$ cat src/rtl/nfcdf_pkg.sv
// Shared types and constants of the NFC frame deframer.
// No dependencies; used by nfcdf_step, nfc_frame_deframer_core and nfcdf_checker.
package nfcdf_pkg;

   localparam int unsigned MAX_FRAME = 275;

   localparam logic [7:0] BYTE_00  = 8'h00;
   localparam logic [7:0] BYTE_01  = 8'h01;
   localparam logic [7:0] BYTE_55  = 8'h55;
   localparam logic [7:0] BYTE_FF  = 8'hFF;
   localparam logic [7:0] TFI_RST  = 8'hD5;

   localparam int unsigned START_CODE_LEN = 3;   // 00 00 FF written by the consumer
   localparam int unsigned LEN_FIELDS     = 2;   // LEN and LCS bytes
   localparam int unsigned EXT_FIELDS     = 4;   // extended length header
   localparam logic [1:0]  WAKE_ZEROS     = 2'd3;

   // configuration register indexes
   localparam logic CSR_BUFFER_OFFSET = 1'b0;
   localparam logic CSR_EXPECTED_TFI  = 1'b1;

   // result status codes
   localparam logic [2:0] ST_NONE   = 3'd0;
   localparam logic [2:0] ST_STORED = 3'd1;
   localparam logic [2:0] ST_FRAME  = 3'd2;
   localparam logic [2:0] ST_WAKEUP = 3'd3;
   localparam logic [2:0] ST_DROP   = 3'd4;
   localparam logic [2:0] ST_START  = 3'd5;

   typedef enum logic [2:0] {
      PH_IDLE    = 3'd0,
      PH_DONE    = 3'd1,
      PH_FLOW    = 3'd2,
      PH_PREFIX  = 3'd3,
      PH_EXT     = 3'd4,
      PH_PAYLOAD = 3'd5
   } phase_type;

   typedef struct packed {
      phase_type  phase;
      logic [7:0] prev_byte;
      logic [7:0] prev2_byte;
      logic [8:0] write_pos;
      logic [8:0] expected_len;
      logic [7:0] running_sum;
      logic [1:0] wakeup_count;
   } state_type;

   typedef struct packed {
      logic [2:0] status;
      logic [8:0] store_index;
      logic [7:0] store_byte;
      logic [8:0] frame_length;
   } result_type;

   localparam state_type STATE_RST = '{
      phase:        PH_IDLE,
      prev_byte:    BYTE_01,
      prev2_byte:   BYTE_00,
      write_pos:    9'd0,
      expected_len: 9'd0,
      running_sum:  8'd0,
      wakeup_count: 2'd0
   };

endpackage

$ cat src/rtl/nfcdf_step.sv
// Per-item next-state and result logic of the deframer (purely combinational).
// Depends on nfcdf_pkg.
module nfcdf_step (
   input  nfcdf_pkg::state_type  cur,
   input  logic [7:0]            rx_byte,
   input  logic                  buffer_offset,
   input  logic [7:0]            expected_tfi,
   output nfcdf_pkg::state_type  nxt,
   output nfcdf_pkg::result_type res
);

   logic [8:0] wp_inc;
   logic [7:0] sum_inc;
   logic [9:0] ext_total;
   logic [7:0] len_sum;
   logic [8:0] start_pos;
   logic       drop;

   assign wp_inc    = cur.write_pos + 9'd1;
   assign sum_inc   = cur.running_sum + rx_byte;
   assign ext_total = {1'b0, cur.expected_len} + {2'b00, cur.prev2_byte};
   assign len_sum   = cur.prev2_byte + cur.prev_byte;
   assign start_pos = {8'd0, buffer_offset} + 9'(nfcdf_pkg::START_CODE_LEN);

   always_comb begin
      nxt  = cur;
      res  = '0;
      drop = 1'b0;
      case (cur.phase)
         nfcdf_pkg::PH_DONE: begin
            nxt.phase        = nfcdf_pkg::PH_IDLE;
            nxt.write_pos    = '0;
            nxt.expected_len = '0;
            nxt.running_sum  = '0;
            nxt.wakeup_count = '0;
         end
         nfcdf_pkg::PH_FLOW: begin
            res.status      = nfcdf_pkg::ST_STORED;
            res.store_index = cur.write_pos;
            res.store_byte  = rx_byte;
            nxt.write_pos   = wp_inc;
            if (wp_inc >= cur.expected_len) begin
               if (cur.prev_byte == nfcdf_pkg::BYTE_FF && rx_byte == nfcdf_pkg::BYTE_FF) begin
                  nxt.expected_len = cur.expected_len + 9'(nfcdf_pkg::EXT_FIELDS);
                  nxt.phase        = nfcdf_pkg::PH_EXT;
               end else if ((cur.prev_byte == nfcdf_pkg::BYTE_FF &&
                             rx_byte == nfcdf_pkg::BYTE_00) ||
                            (cur.prev_byte == nfcdf_pkg::BYTE_00 &&
                             rx_byte == nfcdf_pkg::BYTE_FF)) begin
                  // ack / nack control frame
                  res.status       = nfcdf_pkg::ST_FRAME;
                  res.frame_length = wp_inc;
                  nxt.phase        = nfcdf_pkg::PH_DONE;
               end else begin
                  nxt.expected_len = cur.expected_len + 9'd1;
                  nxt.phase        = nfcdf_pkg::PH_PREFIX;
               end
            end
         end
         nfcdf_pkg::PH_PREFIX: begin
            res.status      = nfcdf_pkg::ST_STORED;
            res.store_index = cur.write_pos;
            res.store_byte  = rx_byte;
            nxt.write_pos   = wp_inc;
            if (wp_inc >= cur.expected_len) begin
               if (cur.prev2_byte == nfcdf_pkg::BYTE_01 && cur.prev_byte == nfcdf_pkg::BYTE_FF) begin
                  // short error frame: no identifier check
                  nxt.expected_len = cur.expected_len + 9'd1;
                  nxt.running_sum  = rx_byte;
                  nxt.phase        = nfcdf_pkg::PH_PAYLOAD;
               end else if (len_sum == 8'd0) begin
                  if (ext_total > 10'(nfcdf_pkg::MAX_FRAME)) begin
                     drop = 1'b1;
                  end else if (rx_byte == expected_tfi) begin
                     nxt.expected_len = ext_total[8:0];
                     nxt.running_sum  = expected_tfi;
                     nxt.phase        = nfcdf_pkg::PH_PAYLOAD;
                  end else begin
                     drop = 1'b1;
                  end
               end else begin
                  drop = 1'b1;
               end
            end
         end
         nfcdf_pkg::PH_EXT: begin
            drop = 1'b1;
         end
         nfcdf_pkg::PH_PAYLOAD: begin
            res.status      = nfcdf_pkg::ST_STORED;
            res.store_index = cur.write_pos;
            res.store_byte  = rx_byte;
            nxt.write_pos   = wp_inc;
            nxt.running_sum = sum_inc;
            if (wp_inc >= cur.expected_len) begin
               if (sum_inc != 8'd0) begin
                  drop = 1'b1;
               end else begin
                  res.status       = nfcdf_pkg::ST_FRAME;
                  res.frame_length = wp_inc;
                  nxt.phase        = nfcdf_pkg::PH_DONE;
               end
            end
         end
         default: begin
            // idle hunt; unused phase codes land here too
            nxt.phase = nfcdf_pkg::PH_IDLE;
            if (rx_byte == nfcdf_pkg::BYTE_FF && cur.prev_byte == nfcdf_pkg::BYTE_00) begin
               nxt.wakeup_count = '0;
               nxt.write_pos    = start_pos;
               nxt.expected_len = start_pos + 9'(nfcdf_pkg::LEN_FIELDS);
               res.status       = nfcdf_pkg::ST_START;
               res.store_index  = {8'd0, buffer_offset};
               nxt.phase        = nfcdf_pkg::PH_FLOW;
            end else if (rx_byte == nfcdf_pkg::BYTE_55 && cur.prev_byte == nfcdf_pkg::BYTE_55) begin
               nxt.wakeup_count = nfcdf_pkg::WAKE_ZEROS;
            end else if (cur.wakeup_count != 2'd0) begin
               if (rx_byte != nfcdf_pkg::BYTE_00) begin
                  nxt.wakeup_count = '0;
               end else begin
                  nxt.wakeup_count = cur.wakeup_count - 2'd1;
                  if (cur.wakeup_count == 2'd1) begin
                     res.status = nfcdf_pkg::ST_WAKEUP;
                  end
               end
            end
         end
      endcase

      if (drop) begin
         nxt.phase        = nfcdf_pkg::PH_IDLE;
         nxt.write_pos    = '0;
         nxt.expected_len = '0;
         nxt.running_sum  = '0;
         nxt.wakeup_count = '0;
         res              = '0;
         res.status       = nfcdf_pkg::ST_DROP;
      end

      nxt.prev2_byte = cur.prev_byte;
      nxt.prev_byte  = rx_byte;
   end

endmodule

$ cat src/rtl/nfc_frame_deframer_core.sv
// Top level of the NFC frame deframer: input register, state, result register.
// Depends on nfcdf_pkg and nfcdf_step.
//
//  channel | direction | payload
//  req_    | in        | tdata[7:0] rx_byte
//  rsp_    | out       | tuser[2:0] status; tdata store_index, store_byte, frame_length
//  csr_    | in        | index 0 buffer_offset, index 1 expected_tfi
//
// One item per cycle while rsp_tready is high; items pass input, then result register.
// Deframer state updates in the same cycle the result is registered, so items chain freely.
// A stalled result holds the result register; the input register fills, then req_tready drops.
// Synchronous reset clears both valid flags; state and CSRs take their reset values.
module nfc_frame_deframer_core (
   input  logic        clock,
   input  logic        reset,
   input  logic        req_tvalid,
   output logic        req_tready,
   input  logic [7:0]  req_tdata,    // [7:0] rx_byte
   output logic        rsp_tvalid,
   input  logic        rsp_tready,
   output logic [31:0] rsp_tdata,    // [8:0] store_index, [16:9] store_byte,
                                     // [25:17] frame_length, [31:26] zero
   output logic [2:0]  rsp_tuser,    // [2:0] status
   input  logic        csr_wr_en,
   input  logic        csr_index,
   input  logic [7:0]  csr_wdata
);

   logic                 in_valid_ff, in_valid_in;
   logic [7:0]           in_byte_ff;
   logic                 out_valid_ff, out_valid_in;
   nfcdf_pkg::result_type out_res_ff;
   nfcdf_pkg::state_type  state_ff, state_in;
   nfcdf_pkg::result_type step_res;
   logic                 offset_ff;
   logic [7:0]           tfi_ff;
   logic                 advance;

   assign advance    = in_valid_ff && (!out_valid_ff || rsp_tready);
   assign req_tready = !in_valid_ff || advance;

   assign in_valid_in  = (req_tvalid && req_tready) || (in_valid_ff && !advance);
   assign out_valid_in = advance || (out_valid_ff && !rsp_tready);

   nfcdf_step u_step (
      .cur           (state_ff),
      .rx_byte       (in_byte_ff),
      .buffer_offset (offset_ff),
      .expected_tfi  (tfi_ff),
      .nxt           (state_in),
      .res           (step_res)
   );

   always_ff @(posedge clock) begin
      if (reset) begin
         in_valid_ff  <= 1'b0;
         out_valid_ff <= 1'b0;
         state_ff     <= nfcdf_pkg::STATE_RST;
         offset_ff    <= 1'b0;
         tfi_ff       <= nfcdf_pkg::TFI_RST;
      end else begin
         in_valid_ff  <= in_valid_in;
         out_valid_ff <= out_valid_in;
         if (advance) begin
            state_ff <= state_in;
         end
         if (csr_wr_en) begin
            case (csr_index)
               nfcdf_pkg::CSR_BUFFER_OFFSET: offset_ff <= csr_wdata[0];
               nfcdf_pkg::CSR_EXPECTED_TFI:  tfi_ff    <= csr_wdata;
               default: ;
            endcase
         end
      end
   end

   always_ff @(posedge clock) begin
      if (req_tvalid && req_tready) begin
         in_byte_ff <= req_tdata;
      end
      if (advance) begin
         out_res_ff <= step_res;
      end
   end

   assign rsp_tvalid = out_valid_ff;
   assign rsp_tuser  = out_res_ff.status;
   assign rsp_tdata  = {6'd0, out_res_ff.frame_length, out_res_ff.store_byte,
                        out_res_ff.store_index};

endmodule

$ cat config.mk
export PLATFORM = sky130hd
export DESIGN_NAME = nfc_frame_deframer_core
export DESIGN_NICKNAME = d
export VERILOG_FILES = /design/src/rtl/nfcdf_pkg.sv /design/src/rtl/nfcdf_step.sv /design/src/rtl/nfc_frame_deframer_core.sv
export SDC_FILE = /design/constraint.sdc
export NUM_CORES = 1
export LEC_CHECK = 0
export ABC_AREA = 1
export BUFFER_PORTS_ARGS = -buffer_cell sky130_fd_sc_hd__buf_2
export CORE_MARGIN = 10
export CORE_UTILIZATION = 50
export DETAILED_ROUTE_END_ITERATION = 10
export PLACE_DENSITY = 0.69
export SLEW_MARGIN = 5
export SYNTH_ARGS = -nofsm -noshare
export SYNTH_HDL_FRONTEND = slang
export SYNTH_SLANG_ARGS = --single-unit
export TNS_END_PERCENT = 1
$ cat constraint.sdc
create_clock -name clock -period 7.35 [get_ports clock]
set_clock_uncertainty 0.05 [all_clocks]
set_input_delay 0.735 -clock clock [delete_from_list [all_inputs] [get_ports clock]]
set_output_delay 0.735 -clock clock [all_outputs]
set_load 0.05 [all_outputs]
==> reports/results.ini <==
[finish]
syn2layout_area_growth_pct=9.11
final_cell_mix=nand2_1 (215), nor2_1 (131), inv_1 (113)
antenna_cells=0
final_common_cell=nand2_1
layoutNonFillerInstCount=1164
nNetsFinal=1044
drive_above_1_share_pct=13.1

[critical_path]
reg2reg_from=state_ff[19]$_SDFFE_PP0P_
cp_data_required_time_ps=7490
path_buf_inv=4
cp_data_arrival_time_ps=3670
cp_slowest_cell=dfxtp_1
cpLargestDelayFamily=simple AND/OR/NAND/NOR gates
path_class=flip-flop to flip-flop
r2r_slack_ps=3820
path_cells=inv_1, nor3_1, nand3_1, nor2_1, nand2_1, xor2_1, inv_1, ha_1, nand2_1, o21ai_0, a21oi_1, nand3_1, nand2_1, inv_2, nand2_8, nand2_4, inv_2, nand2_1, a211oi_1
worstSetupEndpointType=flip-flop
r2r_end=rsp_tuser[1]$_SDFFCE_PN0P_
worst_path_most_repeated_cell=nand2_1
cp_max_fo=21
start_kind=flip-flop
slowest_delay_ps=410
r2r_cells=19

[yosys]
syn_area_um2=6660
yosysUniqueCellTypes=57
yosysWarnings=0
synth_compound_area_share_pct=11.6
yosys.area_share.xor_xnor_pct=2.76
synth_fa_ha_area_share_pct=7.66
synth-simple-area-share_pct=33.9
synth_ff_type=dfxtp_1
synthCells=941
ys_seq_elements=95
syn_avg_cell_area_um2=7.08
synth-async-reset-ratio_pct=0
synth_edf_count=37
synth_top_family_by_area=simple AND/OR/NAND/NOR gates
synthMuxAreaShare_pct=0
ys_seq_area_share_pct=34.1

[hold_path]
worstHoldStart=in_valid_ff$_SDFF_PP0_
holdPathStages=2
hold_end=rsp_tvalid$_SDFF_PP0_
hold_class=flip-flop to flip-flop

[floorplan]
rows=42
die_x_um=135
io_pins=59
dieHeight_um=135
die-area_um2=18300
start_util_pct=50.7
coreArea_um2=13100

[pwr]
power_leakage_nw=3.41
p_seq_share_pct=45.8
switching_share_pct=32.1
p_comb_share_pct=21.8
irDropWorstVdd_v=0.000154
p_clk_share_pct=32.4
powerDensity_nw_per_um2=183
p_int_w=0.000904
power_switching_w=0.000426

[clock_tree]
path_clk_slew_ps=60
cts-resized-gates=0
cts_hold_buf=0
cts_buffers=9
clkLatencyLatePin_ps=350
htree_levels=3
cts.sinks=95
cts_tree=done
clk_path_buf_depth=2
cts_setup_buffers=0
cts-root-buf=clkbuf_16

[run_status]
status=finished, final reports clean

[global_route]
grt_pass1_vias=5868
grt_use_met1_pct=26.7
grtUsageMet2_pct=31.6
busiest_layer=met2
track_usage_pct=19.9
met3_usage_pct=3.64
grt_max_degree=53
antenna_found_initial=0
grt_pass1_wl_um=29400
overflow=0

[sta]
rsz0062_at_grt=false
slew_violations=0
hold_viol_final=0
period_share_pct=48.0
min_period_ps=3530
max_freq_mhz=283
setup_viol=0
tns_ps=0
slew_headroom_pct=30.6
tightest_slew_ps=1040

[placement]
hpwlAfterDp_um=13600
port_buffers=52
dp_cells=1148
gp_congestion=0.956

[drt]
drtIter0Drc=539
wirelength_um=18000
first_pass_iters=5
via_per_inst=5.32
vias=6197
drc=0
wl_per_cell_um=15.5
ant_nets=0

[flow_run]
drv_cap=0

## worst reg2reg max path: cells and delay by family, from the launching register on
kind	cells	cell delay [ps]
simple gates	10	1580
buf+inv	4	500
flops	1	410
compound gates	3	370
fa+ha+maj	1	300
xor+xnor	1	170
## power groups by stage
stage                     logic (W)  clock network (W)  registers, W
after floorplan            0.000206                  0      0.000633
after global placement     0.000284                  0      0.000620
after detailed placement   0.000287                  0      0.000620
after CTS                  0.000289           0.000437      0.000609
after global routing       0.000328           0.000457      0.000612
final                      0.000291           0.000430      0.000609
## cells in the mapped netlist, types with 2 or more instances
cell type / instances / area share, %
buf_1: 2 / 0.11
nand2_4: 2 / 0.34
a21oi_1: 57 / 4.3
o221ai_1: 2 / 0.26
nand2_2: 11 / 1.0
inv_2: 19 / 1.1
nand3_2: 9 / 1.4
buf_2: 7 / 0.53
o21ai_0: 40 / 3.0
nor2_1: 131 / 7.4
clkbuf_1: 7 / 0.39
edfxtp_1: 37 / 17
a31oi_1: 3 / 0.28
a211oi_1: 2 / 0.23
buf_6: 3 / 0.51
nor2_8: 2 / 0.60
o21a_1: 2 / 0.23
nand3b_1: 5 / 0.56
fa_1: 3 / 0.90
xnor2_1: 3 / 0.39
nand4_1: 30 / 2.8
or2_1: 2 / 0.19
ha_1: 36 / 6.8
nor3_2: 2 / 0.30
o211ai_1: 7 / 0.79
dfxtp_1: 58 / 17
inv_1: 114 / 6.4
a32o_1: 3 / 0.45
buf_4: 8 / 0.90
a21oi_2: 2 / 0.26
o22ai_1: 4 / 0.38
nor3_1: 11 / 0.83
nand2_1: 215 / 12
nor4_1: 3 / 0.28
xor2_1: 18 / 2.4
nand3_1: 54 / 4.1
nor2_2: 7 / 0.66
## metrics by stage
step,setup slack [ps],power (W),util (%),area [µm²],hold WS [ps]
after floorplan,4410,0.000839,-,6680,387
after global placement,4010,0.000904,53.3,7010,418
after detailed placement,3880,0.000907,53.3,7010,411
after CTS,3840,0.00133,55.3,7270,426
after global routing,3380,0.00140,55.3,7270,453
final,3820,0.00133,55.3,7270,424
## registers in the layout (all words and copies together) (netlist names)
register and count:
offset_ff 1, in_valid_ff 1, rsp_tdata 26, in_byte_ff 8, rsp_tvalid 1, rsp_tuser 3
tfi_ff 8, state_ff 47
## routing by layer
metal	up-vias	wire [µm]
met5	-	0
met4	0	295
met3	19	910
met2	160	8360
met1	2850	8440
li1	3168	-
## worst max path at each step
stage	startpoint	endpoint	slack [ps]	cells after the start
after CTS	state_ff[19]$_SDFFE_PP0P_	rsp_tuser[1]$_SDFFCE_PN0P_	3840	19
after global routing	state_ff[19]$_SDFFE_PP0P_	rsp_tuser[1]$_SDFFCE_PN0P_	3380	19
after global placement	state_ff[19]$_SDFFE_PP0P_	rsp_tdata[15]$_SDFFCE_PP0P_	4010	19
after detailed placement	state_ff[19]$_SDFFE_PP0P_	rsp_tuser[1]$_SDFFCE_PN0P_	3880	19
after floorplan	state_ff[19]$_SDFFE_PP0P_	rsp_tdata[12]$_SDFFCE_PP0P_	4410	20
final	state_ff[19]$_SDFFE_PP0P_	rsp_tuser[1]$_SDFFCE_PN0P_	3820	19
## cell families (layout without fill, tap and decap cells)
kind of cell               count (synthesis)  count (layout)
AOI/OAI and AO/OA                        133             133
xor gates and xnor gates                  21              21
adders and majority gates                 39              39
buffers and inverters                    161             203
DFF                                       95              95
other                                      1               6
and+or+nand+nor                          491             491
## layout make-up
class | instances | area [µm²]
Tap cell | 176 | 220
Clock inverter | 2 | 8.76
Timing Repair Buffer | 53 | 268
Fill cell | 1361 | 5870
Multi-Input combinational cell | 690 | 3740
Clock buffer | 14 | 254
Inverter | 134 | 503
Sequential cell | 95 | 2270
Power figures use the tool's default switching activity.
